<file path="config.mk">
export PLATFORM = sky130hd
export DESIGN_NAME = sparse_map_block_parser_flat
export DESIGN_NICKNAME = d
export VERILOG_FILES = /design/src/hw/rtl/smbp_pkg.sv /design/src/hw/rtl/smbp_if.sv /design/src/hw/rtl/sparse_map_block_parser.sv /design/src/hw/rtl/smbp_in_reg.sv /design/src/hw/rtl/smbp_field_scan.sv /design/src/flat_wrapper.sv
export SDC_FILE = /design/constraint.sdc
export NUM_CORES = 1
export LEC_CHECK = 0
export BUFFER_PORTS_ARGS = -buffer_cell sky130_fd_sc_hd__buf_2
export CAP_MARGIN = 20
export CORE_AREA = 2 2 170 214
export DETAILED_ROUTE_END_ITERATION = 8
export DIE_AREA = 0 0 172 216
export GPL_TIMING_DRIVEN = 0
export PLACE_DENSITY = 0.49
export SYNTH_ARGS = -nofsm -noshare
export SYNTH_HDL_FRONTEND = slang
export SYNTH_HIERARCHICAL = 1
export SYNTH_SLANG_ARGS = --single-unit
</file>
<file path="constraint.sdc">
create_clock -name clock -period 13.69 [get_ports clock]
set_input_delay 2.738 -clock clock [delete_from_list [all_inputs] [get_ports clock]]
set_output_delay 2.738 -clock clock [all_outputs]
set_load 0.005 [all_outputs]
</file>
<file path="src/hw/rtl/smbp_pkg.sv">
// ----------------------------------------------------------------------------
// Sparse map block parser package
// Sizes, codes and shared types of the sparse map extension block parser.
// ----------------------------------------------------------------------------
package smbp_pkg;

   localparam int ENTRIES_PER_BLOCK = 21;
   localparam int FIELD_BYTES       = 12;
   localparam int BLOCK_BYTES       = 512;

   localparam int ENTRY_AREA = ENTRIES_PER_BLOCK * 2 * FIELD_BYTES;
   localparam int POS_W      = $clog2(BLOCK_BYTES);
   localparam int FCNT_W     = $clog2(FIELD_BYTES);
   localparam int VALUE_W    = 36;
   localparam int RUN_W      = 4;
   localparam int BYTE_W     = 8;
   localparam int DIGIT_W    = 3;

   localparam logic [POS_W-1:0]  ENTRY_END_POS = POS_W'(ENTRY_AREA);
   localparam logic [POS_W-1:0]  FLAG_POS      = POS_W'(ENTRY_AREA);
   localparam logic [POS_W-1:0]  LAST_POS      = POS_W'(BLOCK_BYTES - 1);
   localparam logic [FCNT_W-1:0] FIELD_LAST    = FCNT_W'(FIELD_BYTES - 1);
   localparam logic [RUN_W-1:0]  RUN_MAX       = '1;

   localparam logic [BYTE_W-1:0] CHAR_ZERO  = 8'h30;
   localparam logic [BYTE_W-1:0] CHAR_SEVEN = 8'h37;
   localparam logic [BYTE_W-1:0] CHAR_ONE   = 8'h31;

   typedef enum logic [1:0] {
      KIND_SEGMENT = 2'd0,
      KIND_MORE    = 2'd1,
      KIND_DONE    = 2'd2,
      KIND_ERROR   = 2'd3
   } kind_type;

   typedef struct packed {
      logic [BYTE_W-1:0] data_byte;
      logic              stream_end;
   } in_word_type;

   typedef struct packed {
      logic step;
      logic digit;
      logic field_end;
      logic clear;
   } scan_ctrl_type;

   typedef struct packed {
      logic [VALUE_W-1:0] value;
      logic [RUN_W-1:0]   length;
   } field_type;

endpackage

</file>
<file path="src/hw/rtl/smbp_if.sv">
// ----------------------------------------------------------------------------
// Sparse map block parser channels
// Valid/ready channels for input bytes and for result words.
// ----------------------------------------------------------------------------
interface smbp_req_if;
   import smbp_pkg::*;
   logic              valid;
   logic              ready;
   logic [BYTE_W-1:0] data_byte;
   logic              stream_end;
   modport source (output valid, data_byte, stream_end, input ready);
   modport sink   (input valid, data_byte, stream_end, output ready);
endinterface

interface smbp_rsp_if;
   import smbp_pkg::*;
   logic               valid;
   logic               ready;
   kind_type           kind;
   logic [VALUE_W-1:0] seg_offset;
   logic [VALUE_W-1:0] seg_length;
   modport source (output valid, kind, seg_offset, seg_length, input ready);
   modport sink   (input valid, kind, seg_offset, seg_length, output ready);
endinterface

</file>
<file path="src/hw/rtl/sparse_map_block_parser.sv">
// ----------------------------------------------------------------------------
// Sparse map block parser
// A byte's result word is registered after the byte passes the input register.
// One byte per cycle while the result register is empty or taken, set by the
// single-pass parse stage that sits between the input register and the result
// register. Reset: synchronous, clears position, entry state and both valid flags.
// ----------------------------------------------------------------------------
module sparse_map_block_parser (
   input  logic       clock,
   input  logic       reset,
   smbp_req_if.sink   req_ch,
   smbp_rsp_if.source rsp_ch
);
   import smbp_pkg::*;

   logic          in_valid;
   in_word_type   in_word;
   logic          advance;

   logic [POS_W-1:0]   pos_ff, pos_in;
   logic [FCNT_W-1:0]  fcnt_ff, fcnt_in;
   logic               field_odd_ff, field_odd_in;
   logic               held_valid_ff, held_valid_in;
   logic [VALUE_W-1:0] held_offset_ff, held_offset_in;
   logic               stopped_ff, stopped_in;
   logic               more_ff, more_in;

   logic               out_valid_ff, out_valid_in;
   kind_type           out_kind_ff, out_kind_in;
   logic [VALUE_W-1:0] out_offset_ff, out_offset_in;
   logic [VALUE_W-1:0] out_length_ff, out_length_in;
   logic               emit;

   logic          is_digit, active, field_end, block_last, restart, emit_seg;
   scan_ctrl_type scan_ctrl;
   field_type     closed;

   smbp_in_reg u_in_reg (
      .clock     (clock),
      .reset     (reset),
      .req_ch    (req_ch),
      .advance_i (advance),
      .valid_o   (in_valid),
      .word_o    (in_word)
   );

   assign advance    = in_valid && (!out_valid_ff || rsp_ch.ready);
   assign is_digit   = (in_word.data_byte >= CHAR_ZERO) && (in_word.data_byte <= CHAR_SEVEN);
   assign active     = (pos_ff < ENTRY_END_POS) && !stopped_ff;
   assign field_end  = (fcnt_ff == FIELD_LAST);
   assign block_last = (pos_ff == LAST_POS);
   assign restart    = block_last || in_word.stream_end;

   always_comb begin
      scan_ctrl.step      = advance && active;
      scan_ctrl.digit     = is_digit;
      scan_ctrl.field_end = field_end;
      scan_ctrl.clear     = advance && restart;
   end

   smbp_field_scan u_field_scan (
      .clock    (clock),
      .reset    (reset),
      .ctrl_i   (scan_ctrl),
      .digit_i  (in_word.data_byte[DIGIT_W-1:0]),
      .closed_o (closed)
   );

   assign emit_seg = active && field_end && field_odd_ff && held_valid_ff
                     && (closed.length != '0) && (closed.value != '0);

   // entry and position state
   always_comb begin
      pos_in         = pos_ff;
      fcnt_in        = fcnt_ff;
      field_odd_in   = field_odd_ff;
      held_valid_in  = held_valid_ff;
      held_offset_in = held_offset_ff;
      stopped_in     = stopped_ff;
      more_in        = more_ff;
      if (advance) begin
         if (restart) begin
            pos_in        = '0;
            fcnt_in       = '0;
            field_odd_in  = 1'b0;
            held_valid_in = 1'b0;
            stopped_in    = 1'b0;
            more_in       = 1'b0;
         end else begin
            pos_in = pos_ff + 1'b1;
            if (field_end) begin
               fcnt_in      = '0;
               field_odd_in = !field_odd_ff;
            end else begin
               fcnt_in = fcnt_ff + 1'b1;
            end
            if (active && field_end) begin
               if (!field_odd_ff) begin
                  if (closed.length == '0) begin
                     stopped_in = 1'b1;
                  end else begin
                     held_offset_in = closed.value;
                     held_valid_in  = 1'b1;
                  end
               end else begin
                  if (!emit_seg) begin
                     stopped_in = 1'b1;
                  end
                  held_valid_in = 1'b0;
               end
            end
            if (pos_ff == FLAG_POS) begin
               more_in = (in_word.data_byte == CHAR_ONE);
            end
         end
      end
   end

   // result word
   always_comb begin
      emit          = 1'b0;
      out_kind_in   = out_kind_ff;
      out_offset_in = '0;
      out_length_in = '0;
      priority if (block_last) begin
         emit = 1'b1;
         if (more_ff) begin
            out_kind_in = in_word.stream_end ? KIND_ERROR : KIND_MORE;
         end else begin
            out_kind_in = KIND_DONE;
         end
      end else if (in_word.stream_end) begin
         emit        = 1'b1;
         out_kind_in = KIND_ERROR;
      end else if (emit_seg) begin
         emit          = 1'b1;
         out_kind_in   = KIND_SEGMENT;
         out_offset_in = held_offset_ff;
         out_length_in = closed.value;
      end else begin
         emit = 1'b0;
      end
   end

   always_comb begin
      out_valid_in = out_valid_ff;
      if (advance && emit) begin
         out_valid_in = 1'b1;
      end else if (rsp_ch.ready) begin
         out_valid_in = 1'b0;
      end
   end

   always_ff @(posedge clock) begin
      if (reset) begin
         pos_ff        <= '0;
         fcnt_ff       <= '0;
         field_odd_ff  <= 1'b0;
         held_valid_ff <= 1'b0;
         stopped_ff    <= 1'b0;
         more_ff       <= 1'b0;
         out_valid_ff  <= 1'b0;
      end else begin
         pos_ff        <= pos_in;
         fcnt_ff       <= fcnt_in;
         field_odd_ff  <= field_odd_in;
         held_valid_ff <= held_valid_in;
         stopped_ff    <= stopped_in;
         more_ff       <= more_in;
         out_valid_ff  <= out_valid_in;
      end
   end

   always_ff @(posedge clock) begin
      held_offset_ff <= held_offset_in;
      if (advance && emit) begin
         out_kind_ff   <= out_kind_in;
         out_offset_ff <= out_offset_in;
         out_length_ff <= out_length_in;
      end
   end

   assign rsp_ch.valid      = out_valid_ff;
   assign rsp_ch.kind       = out_kind_ff;
   assign rsp_ch.seg_offset = out_offset_ff;
   assign rsp_ch.seg_length = out_length_ff;

   a_seg_nonzero: assert property (@(posedge clock) disable iff (reset)
      out_valid_ff && out_kind_ff == KIND_SEGMENT |-> out_length_ff != '0)
      else $error("segment word with zero length");

   a_marker_payload: assert property (@(posedge clock) disable iff (reset)
      out_valid_ff && out_kind_ff != KIND_SEGMENT |-> out_offset_ff == '0 && out_length_ff == '0)
      else $error("marker word with nonzero payload");

   a_held_in_size: assert property (@(posedge clock) disable iff (reset)
      held_valid_ff |-> field_odd_ff)
      else $error("held offset outside a size field");

   a_restart_pos: assert property (@(posedge clock) disable iff (reset)
      advance && emit && out_kind_in != KIND_SEGMENT |=> pos_ff == '0 && !stopped_ff)
      else $error("block state not cleared after marker word");

endmodule

</file>
<file path="src/hw/rtl/smbp_in_reg.sv">
// ----------------------------------------------------------------------------
// Sparse map block parser input register
// Holds one input word until the parse stage takes it.
// ----------------------------------------------------------------------------
module smbp_in_reg (
   input  logic                  clock,
   input  logic                  reset,
   smbp_req_if.sink              req_ch,
   input  logic                  advance_i,
   output logic                  valid_o,
   output smbp_pkg::in_word_type word_o
);
   import smbp_pkg::*;

   logic        valid_ff, valid_in;
   in_word_type word_ff;
   logic        take;

   assign req_ch.ready = !valid_ff || advance_i;
   assign take         = req_ch.valid && req_ch.ready;

   always_comb begin
      valid_in = valid_ff;
      if (take) begin
         valid_in = 1'b1;
      end else if (advance_i) begin
         valid_in = 1'b0;
      end
   end

   always_ff @(posedge clock) begin
      if (reset) begin
         valid_ff <= 1'b0;
      end else begin
         valid_ff <= valid_in;
      end
   end

   always_ff @(posedge clock) begin
      if (take) begin
         word_ff.data_byte  <= req_ch.data_byte;
         word_ff.stream_end <= req_ch.stream_end;
      end
   end

   assign valid_o = valid_ff;
   assign word_o  = word_ff;

endmodule

</file>
<file path="src/hw/rtl/smbp_field_scan.sv">
// ----------------------------------------------------------------------------
// Sparse map block parser field scanner
// Tracks the current octal digit run and the longest run of one field.
// ----------------------------------------------------------------------------
module smbp_field_scan (
   input  logic                         clock,
   input  logic                         reset,
   input  smbp_pkg::scan_ctrl_type      ctrl_i,
   input  logic [smbp_pkg::DIGIT_W-1:0] digit_i,
   output smbp_pkg::field_type          closed_o
);
   import smbp_pkg::*;

   field_type run_ff, run_in;
   field_type best_ff, best_in;
   field_type run_step, cand, closed;

   always_comb begin
      run_step.value  = {run_ff.value[VALUE_W-DIGIT_W-1:0], digit_i};
      run_step.length = (run_ff.length == RUN_MAX) ? RUN_MAX : run_ff.length + 1'b1;
      cand            = ctrl_i.digit ? run_step : run_ff;
      closed          = (cand.length > best_ff.length) ? cand : best_ff;
   end

   always_comb begin
      run_in  = run_ff;
      best_in = best_ff;
      priority if (ctrl_i.clear) begin
         run_in  = '0;
         best_in = '0;
      end else if (ctrl_i.step && ctrl_i.field_end) begin
         run_in  = '0;
         best_in = '0;
      end else if (ctrl_i.step && ctrl_i.digit) begin
         run_in  = run_step;
      end else if (ctrl_i.step) begin
         run_in  = '0;
         best_in = closed;
      end else begin
         run_in  = run_ff;
         best_in = best_ff;
      end
   end

   always_ff @(posedge clock) begin
      if (reset) begin
         run_ff  <= '0;
         best_ff <= '0;
      end else begin
         run_ff  <= run_in;
         best_ff <= best_in;
      end
   end

   assign closed_o = closed;

endmodule

</file>
<file path="src/flat_wrapper.sv">
// flat-port wrapper written by rule: the top's interface ports become plain ports
module sparse_map_block_parser_flat import smbp_pkg::*;
  (clock, reset, req_ch_valid, req_ch_data_byte, req_ch_stream_end, req_ch_ready, rsp_ch_valid, rsp_ch_kind, rsp_ch_seg_offset, rsp_ch_seg_length, rsp_ch_ready);
  smbp_req_if req_ch_i ();
  smbp_rsp_if rsp_ch_i ();
  input  logic clock;
  input  logic reset;
  input wire logic [$bits(req_ch_i.valid)-1:0] req_ch_valid;
  input wire logic [$bits(req_ch_i.data_byte)-1:0] req_ch_data_byte;
  input wire logic [$bits(req_ch_i.stream_end)-1:0] req_ch_stream_end;
  output wire logic [$bits(req_ch_i.ready)-1:0] req_ch_ready;
  output wire logic [$bits(rsp_ch_i.valid)-1:0] rsp_ch_valid;
  output wire logic [$bits(rsp_ch_i.kind)-1:0] rsp_ch_kind;
  output wire logic [$bits(rsp_ch_i.seg_offset)-1:0] rsp_ch_seg_offset;
  output wire logic [$bits(rsp_ch_i.seg_length)-1:0] rsp_ch_seg_length;
  input wire logic [$bits(rsp_ch_i.ready)-1:0] rsp_ch_ready;
  assign req_ch_i.valid = req_ch_valid;
  assign req_ch_i.data_byte = req_ch_data_byte;
  assign req_ch_i.stream_end = req_ch_stream_end;
  assign req_ch_ready = req_ch_i.ready;
  assign rsp_ch_valid = rsp_ch_i.valid;
  assign rsp_ch_kind = rsp_ch_i.kind;
  assign rsp_ch_seg_offset = rsp_ch_i.seg_offset;
  assign rsp_ch_seg_length = rsp_ch_i.seg_length;
  assign rsp_ch_i.ready = rsp_ch_ready;
  sparse_map_block_parser u_core (.clock(clock), .reset(reset), .req_ch(req_ch_i), .rsp_ch(rsp_ch_i));
endmodule
</file>
**Word-level counts from Yosys, hierarchy flattened**

Index checks and enable logic that the tools add are counted.

- Bits in registers: 218
- Bits of input ports: 13
- Output and inout bits: 76
- Logic and storage cells: 111

- Add/subtract/negate cells: 3
- Magnitude comparators: 4
- Equality and inequality tests: 7
- Muxes and demuxes: 33
- Bitwise logic cells: 5
- Reductions and logical operators: 41

Operator list:

| kind | count |
|---|---|
| two-way mux 40 bit | 4 |
| nonzero test 36 bit | 1 |
| two-way mux 1 bit | 20 |
| equality test 9 bit, second input constant | 2 |
| logical AND 1 bit | 14 |
| two-way mux 4 bit | 3 |
| nonzero test 2 bit | 6 |
| two-way mux 2 bit | 5 |
| adder 9 x 1 -> 9 bit, second input constant | 1 |
| < comparator 9 bit, second input constant | 1 |
| two-way mux 9 bit | 1 |
| adder 4 x 1 -> 4 bit, second input constant | 2 |
| equality test 4 bit, second input constant | 2 |
| equality test 8 x 6 -> 1 bit, second input constant | 1 |
| >= comparator 8 x 6 -> 1 bit, second input constant | 1 |
| less-or-equal comparator 8 x 6 -> 1 bit, second input constant | 1 |
| AND reduction 2 bit | 4 |
| nonzero test 3 bit | 2 |
| OR reduction 3 bit | 2 |
| inverter 1 bit | 5 |
| AND reduction 5 bit | 1 |
| greater-than comparator 4 bit | 1 |
| logical NOT 1 bit | 4 |
| logical NOT 4 bit | 1 |
| other kinds (6) | 8 |

**Depth between registers and ports, before layout**

Gate-level depths: netlist (run 1).

- Depth after elaboration: 13
- Gate-level depth with buffers: 21
- Gate-level depth less buffers: 14

**Cells and area by module**

Netlist (run 1), hierarchy kept.

Modules (own cells, without submodules):

| module | times used | cells each | area an instance (um^2) |
|---|---|---|---|
| sparse_map_block_parser | 1 | 328 | 4875.9 |
| smbp_field_scan | 1 | 481 | 4199.0 |
| smbp_in_reg | 1 | 14 | 325.3 |

**Worst setup path before layout (run 1)**

No wires, ideal clock.

- Kind: input to register
- Start: in rsp_ch_ready
- End: reg u_core.held_offset_ff[0], enable pin
- Library setup time: 0.519 ns
- Arrival: 6.861 ns
- Data required time: 13.171 ns
- Path slack: 6.309 ns
- Stages on the path: 5
- Cell sequence: nand2b_1 -> nand2_1 -> nor3_1 -> nand2_1 -> nor4_1

- Word-level cells in the longest chain between the ends: 3

Ends and longest elaborated chain:

| element | RTL line | RTL |
|---|---|---|
| from (decl) | flat_wrapper.sv:16 | `input wire logic [$bits(rsp_ch_i.ready)-1:0] rsp_ch_ready;` |
| logical OR 1 bit | sparse_map_block_parser.sv:47 | `assign advance = in_valid && (!out_valid_ff \|\| rsp_ch.ready);` |
| logical AND 1 bit | sparse_map_block_parser.sv:47 |  |
| AND reduction 5 bit (no line) | - |  |
| to (signal assigned) | sparse_map_block_parser.sv:175 | `held_offset_ff <= held_offset_in;` |
| to (decl) | sparse_map_block_parser.sv:24 | `logic [VALUE_W-1:0] held_offset_ff, held_offset_in;` |

Every way passes these cells.
A chain may end at the register's enable or synchronous reset.

**Worst setup path in the final report (run 1)**

- Start: in rsp_ch_ready
- End: out req_ch_ready

- Word-level cells in the longest chain between the ends: 3

Ends and longest elaborated chain:

| element | RTL line | RTL |
|---|---|---|
| logical OR 1 bit | sparse_map_block_parser.sv:47 |  |
| logical AND 1 bit | sparse_map_block_parser.sv:47 |  |
| named net u_core.advance | sparse_map_block_parser.sv:18 | `logic advance;` |
| logical OR 1 bit | smbp_in_reg.sv:19 | `assign req_ch.ready = !valid_ff \|\| advance_i;` |
| to (decl) | flat_wrapper.sv:11 | `output wire logic [$bits(req_ch_i.ready)-1:0] req_ch_ready;` |

The timed path passes the listed nets, and every way through them passes these cells.

==> impl_results.md, run 1 <==
* Status: complete, no violations
* Starting Density at 26.8%
* Layout cells sized above 1 at 21.5%
* Final period util at 49.1%
* Die area at 37200 µm²
* Die Wd at 172 µm
* Clock tree buffer depth at 3
* Max-Cap Viols at 0
* Arr. time, crit path at 3980 ps
* Worst hold path type: register to register
* Peak Freq at 149 MHz
* Rel. slew slack at 29.4%
* Synth Cell Area at 9400 µm²
* WP data required at 10950 ps
* Async SR Flop Fraction at 0%
* I/O Pins at 89
* Syn Inst Count at 823
* Reg2reg setup slack at 7620 ps
* Cell row count at 77
* Setup_tns at 0 ps
* Placed Cells at 1391
* Final Setup Violations at 0
* Total Routing Usage GR at 11.9%
* Sequential area share after synthesis at 59.1%
* ANT cells at 0
* Area share of fa/ha/maj cells after synthesis at 1.20%
* Ys Warns at 6
* Setup CP Type: input pin to output port
* Cell variety after synth at 50
* Vias per cell at 4.52
* Final Hold Fails at 0
* Post-synthesis mux area share at 4.31%
* Vias in the first global route at 6338
* Vias at 6487
* Non-filler cells, final at 1435
* Routed WL at 22400 µm
* TritonCTS clock tree: built
* Post-synthesis xor/xnor area fraction at 0.559%
* Syn Area/Cell at 11.4 µm²
* Clock skew at 17.3 ps
* EDFF count, synth at 119
* Final net count at 965
* Worst slew pin tran at 1050 ps
* Clk_lat worst skew at 530 ps
* First-pass GRT wire length at 34900 µm
* Clk slew on worst S/H paths at 60 ps
* Pwr per Cell Area at 126 nW/µm²
* Die span in y at 216 µm
* Placer Congestion at 0.796
* Total CTS buffers at 24
* Post-CTS Hold Buffers at 0
* Crit path capture type: output port
* Ys flop type: edfxtp_1
* Initial antenna violation count at 0
* Clock Sinks at 218
* CTS Root Cell: clkbuf_16
* Pins Over Slew Limit at 0
* Largest family of logic cells by synthesized area: simple AND/OR/NAND/NOR gates
* Flop and latch count out of synthesis at 218
* Routed Antenna Nets at 0
* Post-Synth Simple-Gate Area at 16.3%
* Power Total at 1.43 mW
* RSZ-0062 raised after global routing: no
* H-tree depth at 1
* Fill count at 3677
* DP HPWL at 15800 µm
* Core box area at 35100 µm²
* # DRC at 0
* Post-Syn Nets at 845
* Pleak at 3.52 nW
* Largest net degree at the start of global routing at 35
* Post-DR wirelength/cell at 15.6 µm
* VDD IR max at 75.6 µV
* Number of port buffers at 88
* Initial DRC count at 343
* Startpoint Class: input pin
* Grt ovf at 0
* Synth Area in Compound Gates at 13.8%
* CTS resizes at 0
* Drt pass-1 iters at 5
* Maximum fanout along the worst path at 10
* Number of setup buffers added after CTS at 0
* Synth-to-Final Area Change at 20.2%
* Fin crit period at 6720 ps
per-stage QoR:
| step | hold slack [ps] | setup slack, ps | utilization, % | cell area [µm²] |
|---|---|---|---|---|
| 3_3_place_gp | 459 | 3690 | 29.8 | 10400 |
| 3_5_place_dp | 465 | 6950 | 30.0 | 10500 |
| 4_1_cts | 476 | 6930 | 32.2 | 11300 |
| 5_1_grt | 499 | 6840 | 32.2 | 11300 |
| 2_1_floorplan | 449 | 6310 | - | 9400 |
| 6_report | 476 | 6970 | 32.2 | 11300 |
worst paths after layout:
kind              cells after the start                              to                            from
hold reg to reg                       2  u_core/u_field_scan/run_ff[37]  u_core/u_field_scan/run_ff[37]
setup / recovery                      7                    req_ch_ready                    rsp_ch_ready
setup reg to reg                     19    u_core/rsp_ch.seg_length[23]       u_core/u_in_reg/word_o[7]
hold / removal                        2  u_core/u_field_scan/run_ff[37]  u_core/u_field_scan/run_ff[37]
cell families (layout without fill, tap and decap cells):
logic type,Yosys count,after routing
multiplexers,40,40
adder cells (fa/ha/maj),9,9
AO/OA/AOI/OAI,196,196
XOR/XNOR,6,6
flip-flops,218,218
AND/OR/NAND/NOR,280,280
buffers and inverters,74,212
power breakdown:
part | internal (mW) | switching [mW]
clock | 0.372 | 0.266
sequential | 0.702 | 0.00573
combinational | 0.0271 | 0.0525
total | 1.10 | 0.324
cell usage in the layout, fill, tap and decap left out, drive strengths merged, types with 4 or more instances in the layout:
| master | n |
|---|---|
| nand3b | 4 |
| mux2 | 4 |
| mux2i | 36 |
| ha | 9 |
| clkinv | 10 |
| nor4 | 13 |
| nand2 | 57 |
| a211oi | 40 |
| edfxtp | 119 |
| nand4 | 6 |
| nand3 | 46 |
| clkbuf | 57 |
| buf | 129 |
| nor3 | 6 |
| a21oi | 91 |
| and2 | 73 |
| xor2 | 4 |
| nor2 | 21 |
| inv | 12 |
| o21ai | 51 |
| nand2b | 43 |
| a31oi | 5 |
| dfxtp | 99 |
sequential cells by signal, indices dropped and copies added, names as in the netlist:
| signal | count |
|---|---|
| u_core/rsp_ch.kind | 2 |
| u_core/rsp_ch.valid | 1 |
| u_core/held_offset_ff | 36 |
| u_core/u_field_scan/best_ff | 40 |
| u_core/u_in_reg/word_o | 9 |
| u_core/rsp_ch.seg_length | 36 |
| u_core/pos_ff | 9 |
| u_core/held_valid_ff | 1 |
| u_core/more_ff | 1 |
| u_core/stopped_ff | 1 |
| u_core/rsp_ch.seg_offset | 36 |
| u_core/u_field_scan/run_ff | 40 |
| u_core/fcnt_ff | 4 |
| u_core/field_odd_ff | 1 |
| u_core/u_in_reg/valid_o | 1 |
layer usage:
metal / track usage (%) / vias up / part of all wire [%]
met3: 1.74 / 26 / 3.9
met5: 0 / - / 0
met2: 21.1 / 124 / 50
li1: - / 3210 / -
met4: 3.70 / 0 / 2.0
met1: 14.7 / 3127 / 44
critical path, stage by stage:
cell and delay, ps:
buf_2 70, nand2b_1 180, nand2_1 140, inv_1 110, clkbuf_1 390, nand2b_4 240, buf_2 110
Yosys cell counts (5+ instances only):
cell | n | area share (%)
nor4_1 | 13 | 0.87
nor2_1 | 20 | 0.80
inv_1 | 12 | 0.48
mux2i_1 | 36 | 3.8
edfxtp_1 | 119 | 38
a211oi_2 | 33 | 4.4
nand2_1 | 57 | 2.3
a211oi_1 | 6 | 0.48
nand3_1 | 46 | 2.4
a21oi_1 | 90 | 4.8
nand2b_1 | 42 | 2.8
nor3_1 | 6 | 0.32
clkbuf_1 | 24 | 0.96
buf_6 | 18 | 2.2
o21ai_0 | 50 | 2.7
buf_1 | 7 | 0.28
a31oi_1 | 5 | 0.33
and2_1 | 72 | 4.8
ha_1 | 9 | 1.2
nand4_1 | 6 | 0.40
buf_2 | 7 | 0.37
dfxtp_1 | 99 | 21
layout make-up:
cell class              count  area (µm²)  area share (%)
flip-flops and latches    218        5560            49.2
multi-input cells         531        3420            30.2
clock buffers              30         643            5.69
well taps                 474         593            5.25
repair buffers             94         514            4.55
plain buffers              62         397            3.51
clock inverters            14         136            1.21
inverters                  12        45.0           0.399
(Power assumes the default switching activity.)
==> run 2, diff against run 1 <==
==> constraint.sdc (replaced) <==
create_clock -name clock -period 6.2 [get_ports clock]
set_input_delay 1.24 -clock clock [delete_from_list [all_inputs] [get_ports clock]]
set_output_delay 1.24 -clock clock [all_outputs]
set_load 0.005 [all_outputs]
==> impl_results.md, run 2 (synthesized netlist as in run 1, its figures left out) <==
* Final period util at 93.7%
* Pwr per Cell Area at 282 nW/µm² (+120%)
* Initial DRC count at 372 (+8.5%)
* ANT cells at 0 (unchanged)
* Logic gate share of total power at 5.6% (about the same)
* Final net count at 965 (unchanged)
* Clk network pwr share at 45.6% (+0.9 points)
* Die span in y at 216 µm (unchanged)
* Post-route setup slack at 392 ps (-6580 ps)
* Clk slew on worst S/H paths at 60 ps (about the same)
* Pleak at 3.54 nW (+0.55%)
* Power Internal at 2.46 mW (+120%)
* Clock tree buffer depth at 3 (unchanged)
* WL met2 at 11500 µm (+2.1%)
* Layout cells sized above 1 at 21.7% (+0.19 points)
* Clock Sinks at 218 (unchanged)
* Die Wd at 172 µm (unchanged)
* Grt ovf at 0 (unchanged)
* Startpoint Class: register
* Top Registers: u_core/u_field_scan/best_ff (40), u_core/u_field_scan/run_ff (40)
* Clock skew at 29.9 ps (+12.6 ps)
* Final Hold Fails at 0 (unchanged)
* Crit path capture type: register
* Arr. time, crit path at 6080 ps (+2100 ps)
* DP HPWL at 15900 µm (+1.0%)
* Vias in the first global route at 6413 (+1.2%)
* TritonCTS clock tree: built
* Maximum fanout along the worst path at 34 (+24)
* Max-Cap Viols at 0 (unchanged)
* Most frequent cells in the layout: edfxtp_1, dfxtp_1, buf_2, a21oi_1, and2_1
* Placer Congestion at 0.802 (+0.77%)
* Synth-to-Final Area Change at 20.7%
* Pins Over Slew Limit at 0 (unchanged)
* I/O Pins at 89 (unchanged)
* RSZ-0062 raised after global routing: no
* Die area at 37200 µm² (unchanged)
* Starting Density at 26.8% (unchanged)
* Initial antenna violation count at 0 (unchanged)
* Worst hold path type: register to register
* Cell row count at 77 (unchanged)
* Fill count at 3614 (-1.7%)
* Setup_tns at 0 ps (unchanged)
* Setup CP Type: register to register
* WP data required at 6470 ps (-4480 ps)
* Vias per cell at 4.57 (+1.1%)
* Routed WL at 22800 µm (+2.0%)
* Met3 wire length at 1080 µm (+25%)
* Final Setup Violations at 0 (unchanged)
* Top layer in use: met4
* Switching share of power at 23.0% (+0.32 points)
* Peak Freq at 172 MHz
* Routed Antenna Nets at 0 (unchanged)
* Core box area at 35100 µm² (unchanged)
* Core Util, Final at 32.4% (+0.14 points)
* VDD IR max at 172 µV (+130%)
* Post-Route M1 WL at 9760 µm (-0.55%)
* Vias at 6563 (+1.2%)
* Commonest non-fill, non-tap cell in the layout: edfxtp_1
* Total CTS buffers at 25 (+4.2%)
* Setup WS pre-CTS at 200 ps (-6750 ps)
* Rel. slew slack at 37.2% (+7.8 points)
* P_sw at 0.738 mW (+130%)
* Clk_lat worst skew at 540 ps (about the same)
* Number of port buffers at 88 (unchanged)
* H-tree depth at 1 (unchanged)
* Post-DR wirelength/cell at 15.9 µm (+1.9%)
* First-pass GRT wire length at 36100 µm (+3.3%)
* Status: complete, no violations
* Fin crit period at 5810 ps
* Worst slew pin tran at 934 ps (-117 ps)
* Reg power frac at 48.8% (-0.9 points)
* # DRC at 0 (unchanged)
* Total Routing Usage GR at 12.3% (+0.46 points)
* CTS Root Cell: clkbuf_16
* Largest net degree at the start of global routing at 35 (unchanged)
* Drt pass-1 iters at 5 (unchanged)
[run 2: power groups by stage]
stage | registers (mW) | clock network [mW] | logic, mW
CTS | 1.56 | 1.52 | 0.181
floorplan | 1.60 | 0 | 0.0998
global placement | 1.60 | 0 | 0.175
finish | 1.56 | 1.46 | 0.178
global route | 1.57 | 1.57 | 0.197
detailed placement | 1.59 | 0 | 0.180
[run 2: area by class of cell]
type | count | area [µm²] | share of cell area (%)
inverter | 12 | 45.0 | 0.397
timing repair buffer | 93 | 522 | 4.60
tap | 474 | 593 | 5.23
multi-input combinational | 531 | 3430 | 30.2
clock buffer | 32 | 672 | 5.92
sequential | 218 | 5560 | 48.9
clock inverter | 14 | 133 | 1.17
buffer | 62 | 398 | 3.51
[run 2: metal layers]
metal  up-vias  global-route usage (%)
met5         -                       0
met4         0                    3.75
li1       3214                       -
met1      3179                    15.5
met2       134                    21.6
met3        36                    1.94
[run 2: path summary, 6_finish.rpt]
check                                 start                              to  slack, ps  cells past startpoint
max reg2reg       u_core/u_in_reg/word_o[7]    u_core/rsp_ch.seg_length[19]        390                     17
min reg2reg  u_core/u_field_scan/run_ff[37]  u_core/u_field_scan/run_ff[37]        470                      2
min          u_core/u_field_scan/run_ff[37]  u_core/u_field_scan/run_ff[37]        470                      2
max               u_core/u_in_reg/word_o[7]    u_core/rsp_ch.seg_length[19]        390                     17
[run 2: critical path, cell delays in order (launching register included)]
cell      delay [ps]
edfxtp_1         360
nor4_1           510
buf_2            290
buf_2            260
buf_2            330
o21ai_0          160
ha_1             300
and4_4           250
a211o_1          120
buf_6            150
clkbuf_1         410
o21ai_0          370
nor4_1           490
nand3_1          230
or3_1            430
a31oi_2          370
nor2_4           210
buf_12           240
[run 2: metrics by stage]
stage	std cells	cell area (µm²)	hold slack (ps)	power, mW
6_report	1436	11300	473	3.20
5_1_grt	1436	11300	499	3.33
4_1_cts	1436	11300	475	3.26
3_5_place_dp	1390	10500	464	1.77
3_3_place_gp	1385	10400	458	1.77
2_1_floorplan	823	9410	449	1.70
[run 2: what timing repair did]
item	in CTS	in global routing
setup buffers	0	0
setup endpoints to repair	0	54
gates resized for setup	0	3
hold buffers	0	0
==> run 3, diff against run 2 <==
--- a/config.mk
+++ b/config.mk
@@ -7,11 +7,12 @@
 export LEC_CHECK = 0
 export BUFFER_PORTS_ARGS = -buffer_cell sky130_fd_sc_hd__buf_2
 export CAP_MARGIN = 20
-export CORE_AREA = 2 2 170 214
+export CORE_AREA = 2 2 134 169
 export DETAILED_ROUTE_END_ITERATION = 8
-export DIE_AREA = 0 0 172 216
+export DIE_AREA = 0 0 136 171
 export GPL_TIMING_DRIVEN = 0
-export PLACE_DENSITY = 0.49
+export MAX_ROUTING_LAYER = met4
+export PLACE_DENSITY = 0.68
 export SYNTH_ARGS = -nofsm -noshare
 export SYNTH_HDL_FRONTEND = slang
 export SYNTH_HIERARCHICAL = 1
==> impl_results.md, run 3 (synthesized netlist as in run 1, its figures left out) <==
* Status: complete, no violations
* DP HPWL at 13900 µm (-13%)
* Post-placement cell area at 10300 µm² (-2.4%)
* Layout cells sized above 1 at 21.5% (-0.26 points)
* RSZ-0062 raised after global routing: no
* Clk slew on worst S/H paths at 60 ps (about the same)
* Post-route cell area at 11000 µm² (-3.1%)
* Power Total at 3.01 mW (-6.1%)
* Maximum fanout along the worst path at 37 (+8.8%)
* Post-route setup slack at 348 ps (-43.8 ps)
* Post-DR wirelength/cell at 16.0 µm (+0.43%)
* Clk_lat worst skew at 510 ps (-30 ps)
* Cell row count at 61 (-21%)
* Initial antenna violation count at 0 (unchanged)
* Clock skew at 17.9 ps (-12.0 ps)
* Startpoint Class: register
* VDD IR max at 244 µV (+42%)
* Worst hold path type: register to register
* Final Setup Violations at 0 (unchanged)
* WL met2 at 10000 µm (-13%)
* Arr. time, crit path at 6090 ps (about the same)
* Number of port buffers at 88 (unchanged)
* Routed WL at 19800 µm (-13%)
* Final net count at 961 (-0.41%)
* Fill count at 1979 (-45%)
* Clock tree buffer depth at 3 (unchanged)
* Total CTS buffers at 22 (-12%)
* CTS Root Cell: clkbuf_16
* Vias in the first global route at 6236 (-2.8%)
* Grt ovf at 0 (unchanged)
* Power Internal at 2.34 mW (-5.0%)
* Synth-to-Final Area Change at 17.0%
* Pleak at 3.49 nW (-1.6%)
* TritonCTS clock tree: built
* Initial DRC count at 455 (+22%)
* Total Routing Usage GR at 17.4% (+5.1 points)
* ANT cells at 0 (unchanged)
* Placer Congestion at 0.850 (+6.1%)
* Core box area at 21800 µm² (-38%)
* Worst slew pin tran at 1080 ps (+149 ps)
* Top layer in use: met4
* Rel. slew slack at 27.1% (-10 points)
* Final period util at 94.4% (+0.71 points)
* # DRC at 0 (unchanged)
* Clk network pwr share at 42.3% (-3.3 points)
* Die Wd at 136 µm (-21%)
* P_sw at 0.668 mW (-9.5%)
* Drt pass-1 iters at 5 (unchanged)
* Post-Route M1 WL at 8480 µm (-13%)
* Fin crit period at 5850 ps (+43.8 ps)
* Setup CP Type: register to register
* Die span in y at 171 µm (-21%)
* Worst Hold Slack at 473 ps (+0.489 ps)
* Final Hold Fails at 0 (unchanged)
* Crit path capture type: register
* Max-Cap Viols at 0 (unchanged)
* Peak Freq at 171 MHz (-0.75%)
* Vias at 6530 (-0.50%)
* First-pass GRT wire length at 31700 µm (-12%)
* Footprint of the multi-input gates at 3430 µm² (-0.18%)
* Starting Density at 43.1% (+16 points)
* H-tree depth at 1 (unchanged)
* Met3 wire length at 782 µm (-27%)
* Reg power frac at 51.9% (+3.1 points)
* Sequential Area at 5560 µm² (unchanged)
* Commonest non-fill, non-tap cell in the layout: edfxtp_1
* Number of setup buffers added after CTS at 0 (unchanged)
* Most frequent cells in the layout: edfxtp_1, dfxtp_1, buf_2, a21oi_1, and2_1
* WP data required at 6440 ps (-30 ps)
* Pins Over Slew Limit at 0 (unchanged)
* Largest net degree at the start of global routing at 38 (+8.6%)
* Pwr per Cell Area at 274 nW/µm² (-3.1%)
* Vias per cell at 5.27 (+15%)
* Clock Sinks at 218 (unchanged)
* Logic gate share of total power at 5.8% (+0.2 points)
* I/O Pins at 89 (unchanged)
* Setup WS pre-CTS at 214 ps (+14.3 ps)
* Top Registers: u_core/u_field_scan/best_ff (40), u_core/u_field_scan/run_ff (40)
* Routed Antenna Nets at 0 (unchanged)
* Switching share of power at 22.2% (-0.84 points)
* Die area at 23300 µm² (-37%)
-- run 3: cell count changes in the layout (fill, tap and decap cells not counted), sizes merged --
cell,change
clkinv,-1
bufinv,-2
clkbuf,-2
clkinvlp,+2
inv,-3
buf,-1
-- run 3: per-layer routing --
| metal | vias to the layer above | global-route usage [%] |
|---|---|---|
| li1 | 3198 | - |
| met1 | 3139 | 21.2 |
| met2 | 154 | 30.3 |
| met3 | 39 | 1.90 |
| met4 | 0 | 5.48 |
| met5 | - | - |
-- run 3: worst max-delay path, stage by stage, from the launching register on --
cell and delay, ps:
edfxtp_1 360, nor4_1 430, buf_2 250, buf_2 260
buf_2 320, o21ai_0 160, ha_1 300, and4_4 200
a211o_1 280, buf_6 150, buf_2 210, nand2_1 90
o21ai_0 260, nor4_1 600, nand4_1 140, or3_1 460
a31oi_1 460, nor2_4 190, buf_16 220, buf_12 180
-- run 3: power by group through the flow --
stage | clock (mW) | sequential [mW] | combinational, mW
4_1_cts | 1.30 | 1.56 | 0.174
2_1_floorplan | 0 | 1.60 | 0.0998
3_3_place_gp | 0 | 1.60 | 0.167
3_5_place_dp | 0 | 1.59 | 0.173
5_1_grt | 1.35 | 1.57 | 0.189
6_report | 1.27 | 1.56 | 0.173
-- run 3: timing repair --
action                     4_1_cts  5_1_grt
setup endpoints to repair        0       37
hold endpoints to repair         0        0
hold buffers                     0        0
gates resized for setup          0        2
-- run 3: area by class of cell --
class	instances	area share, %
Sequential cell	218	50.5
Inverter	12	0.410
Tap cell	283	3.22
Multi-Input combinational cell	531	31.1
Clock inverter	10	0.614
Buffer	62	3.62
Clock buffer	30	5.84
Timing Repair Buffer	92	4.64
-- run 3: final timing paths --
kind,from,endpoint,slack (ps),cells after the start
setup / recovery,u_core/u_in_reg/word_o[7],u_core/rsp_ch.seg_length[27],350,19
hold / removal,u_core/u_field_scan/run_ff[38],u_core/u_field_scan/run_ff[38],470,2
setup reg to reg,u_core/u_in_reg/word_o[7],u_core/rsp_ch.seg_length[27],350,19
hold reg to reg,u_core/u_field_scan/run_ff[38],u_core/u_field_scan/run_ff[38],470,2
-- run 3: per-stage QoR --
step / util, % / TNS [ps] / std cells
final: 50.4 / 0 / 1238
after detailed placement: 47.1 / 0 / 1198
after floorplan: - / 0 / 823
after CTS: 50.4 / 0 / 1238
after global placement: 46.7 / -118850 / 1194
after global routing: 50.4 / 0 / 1238
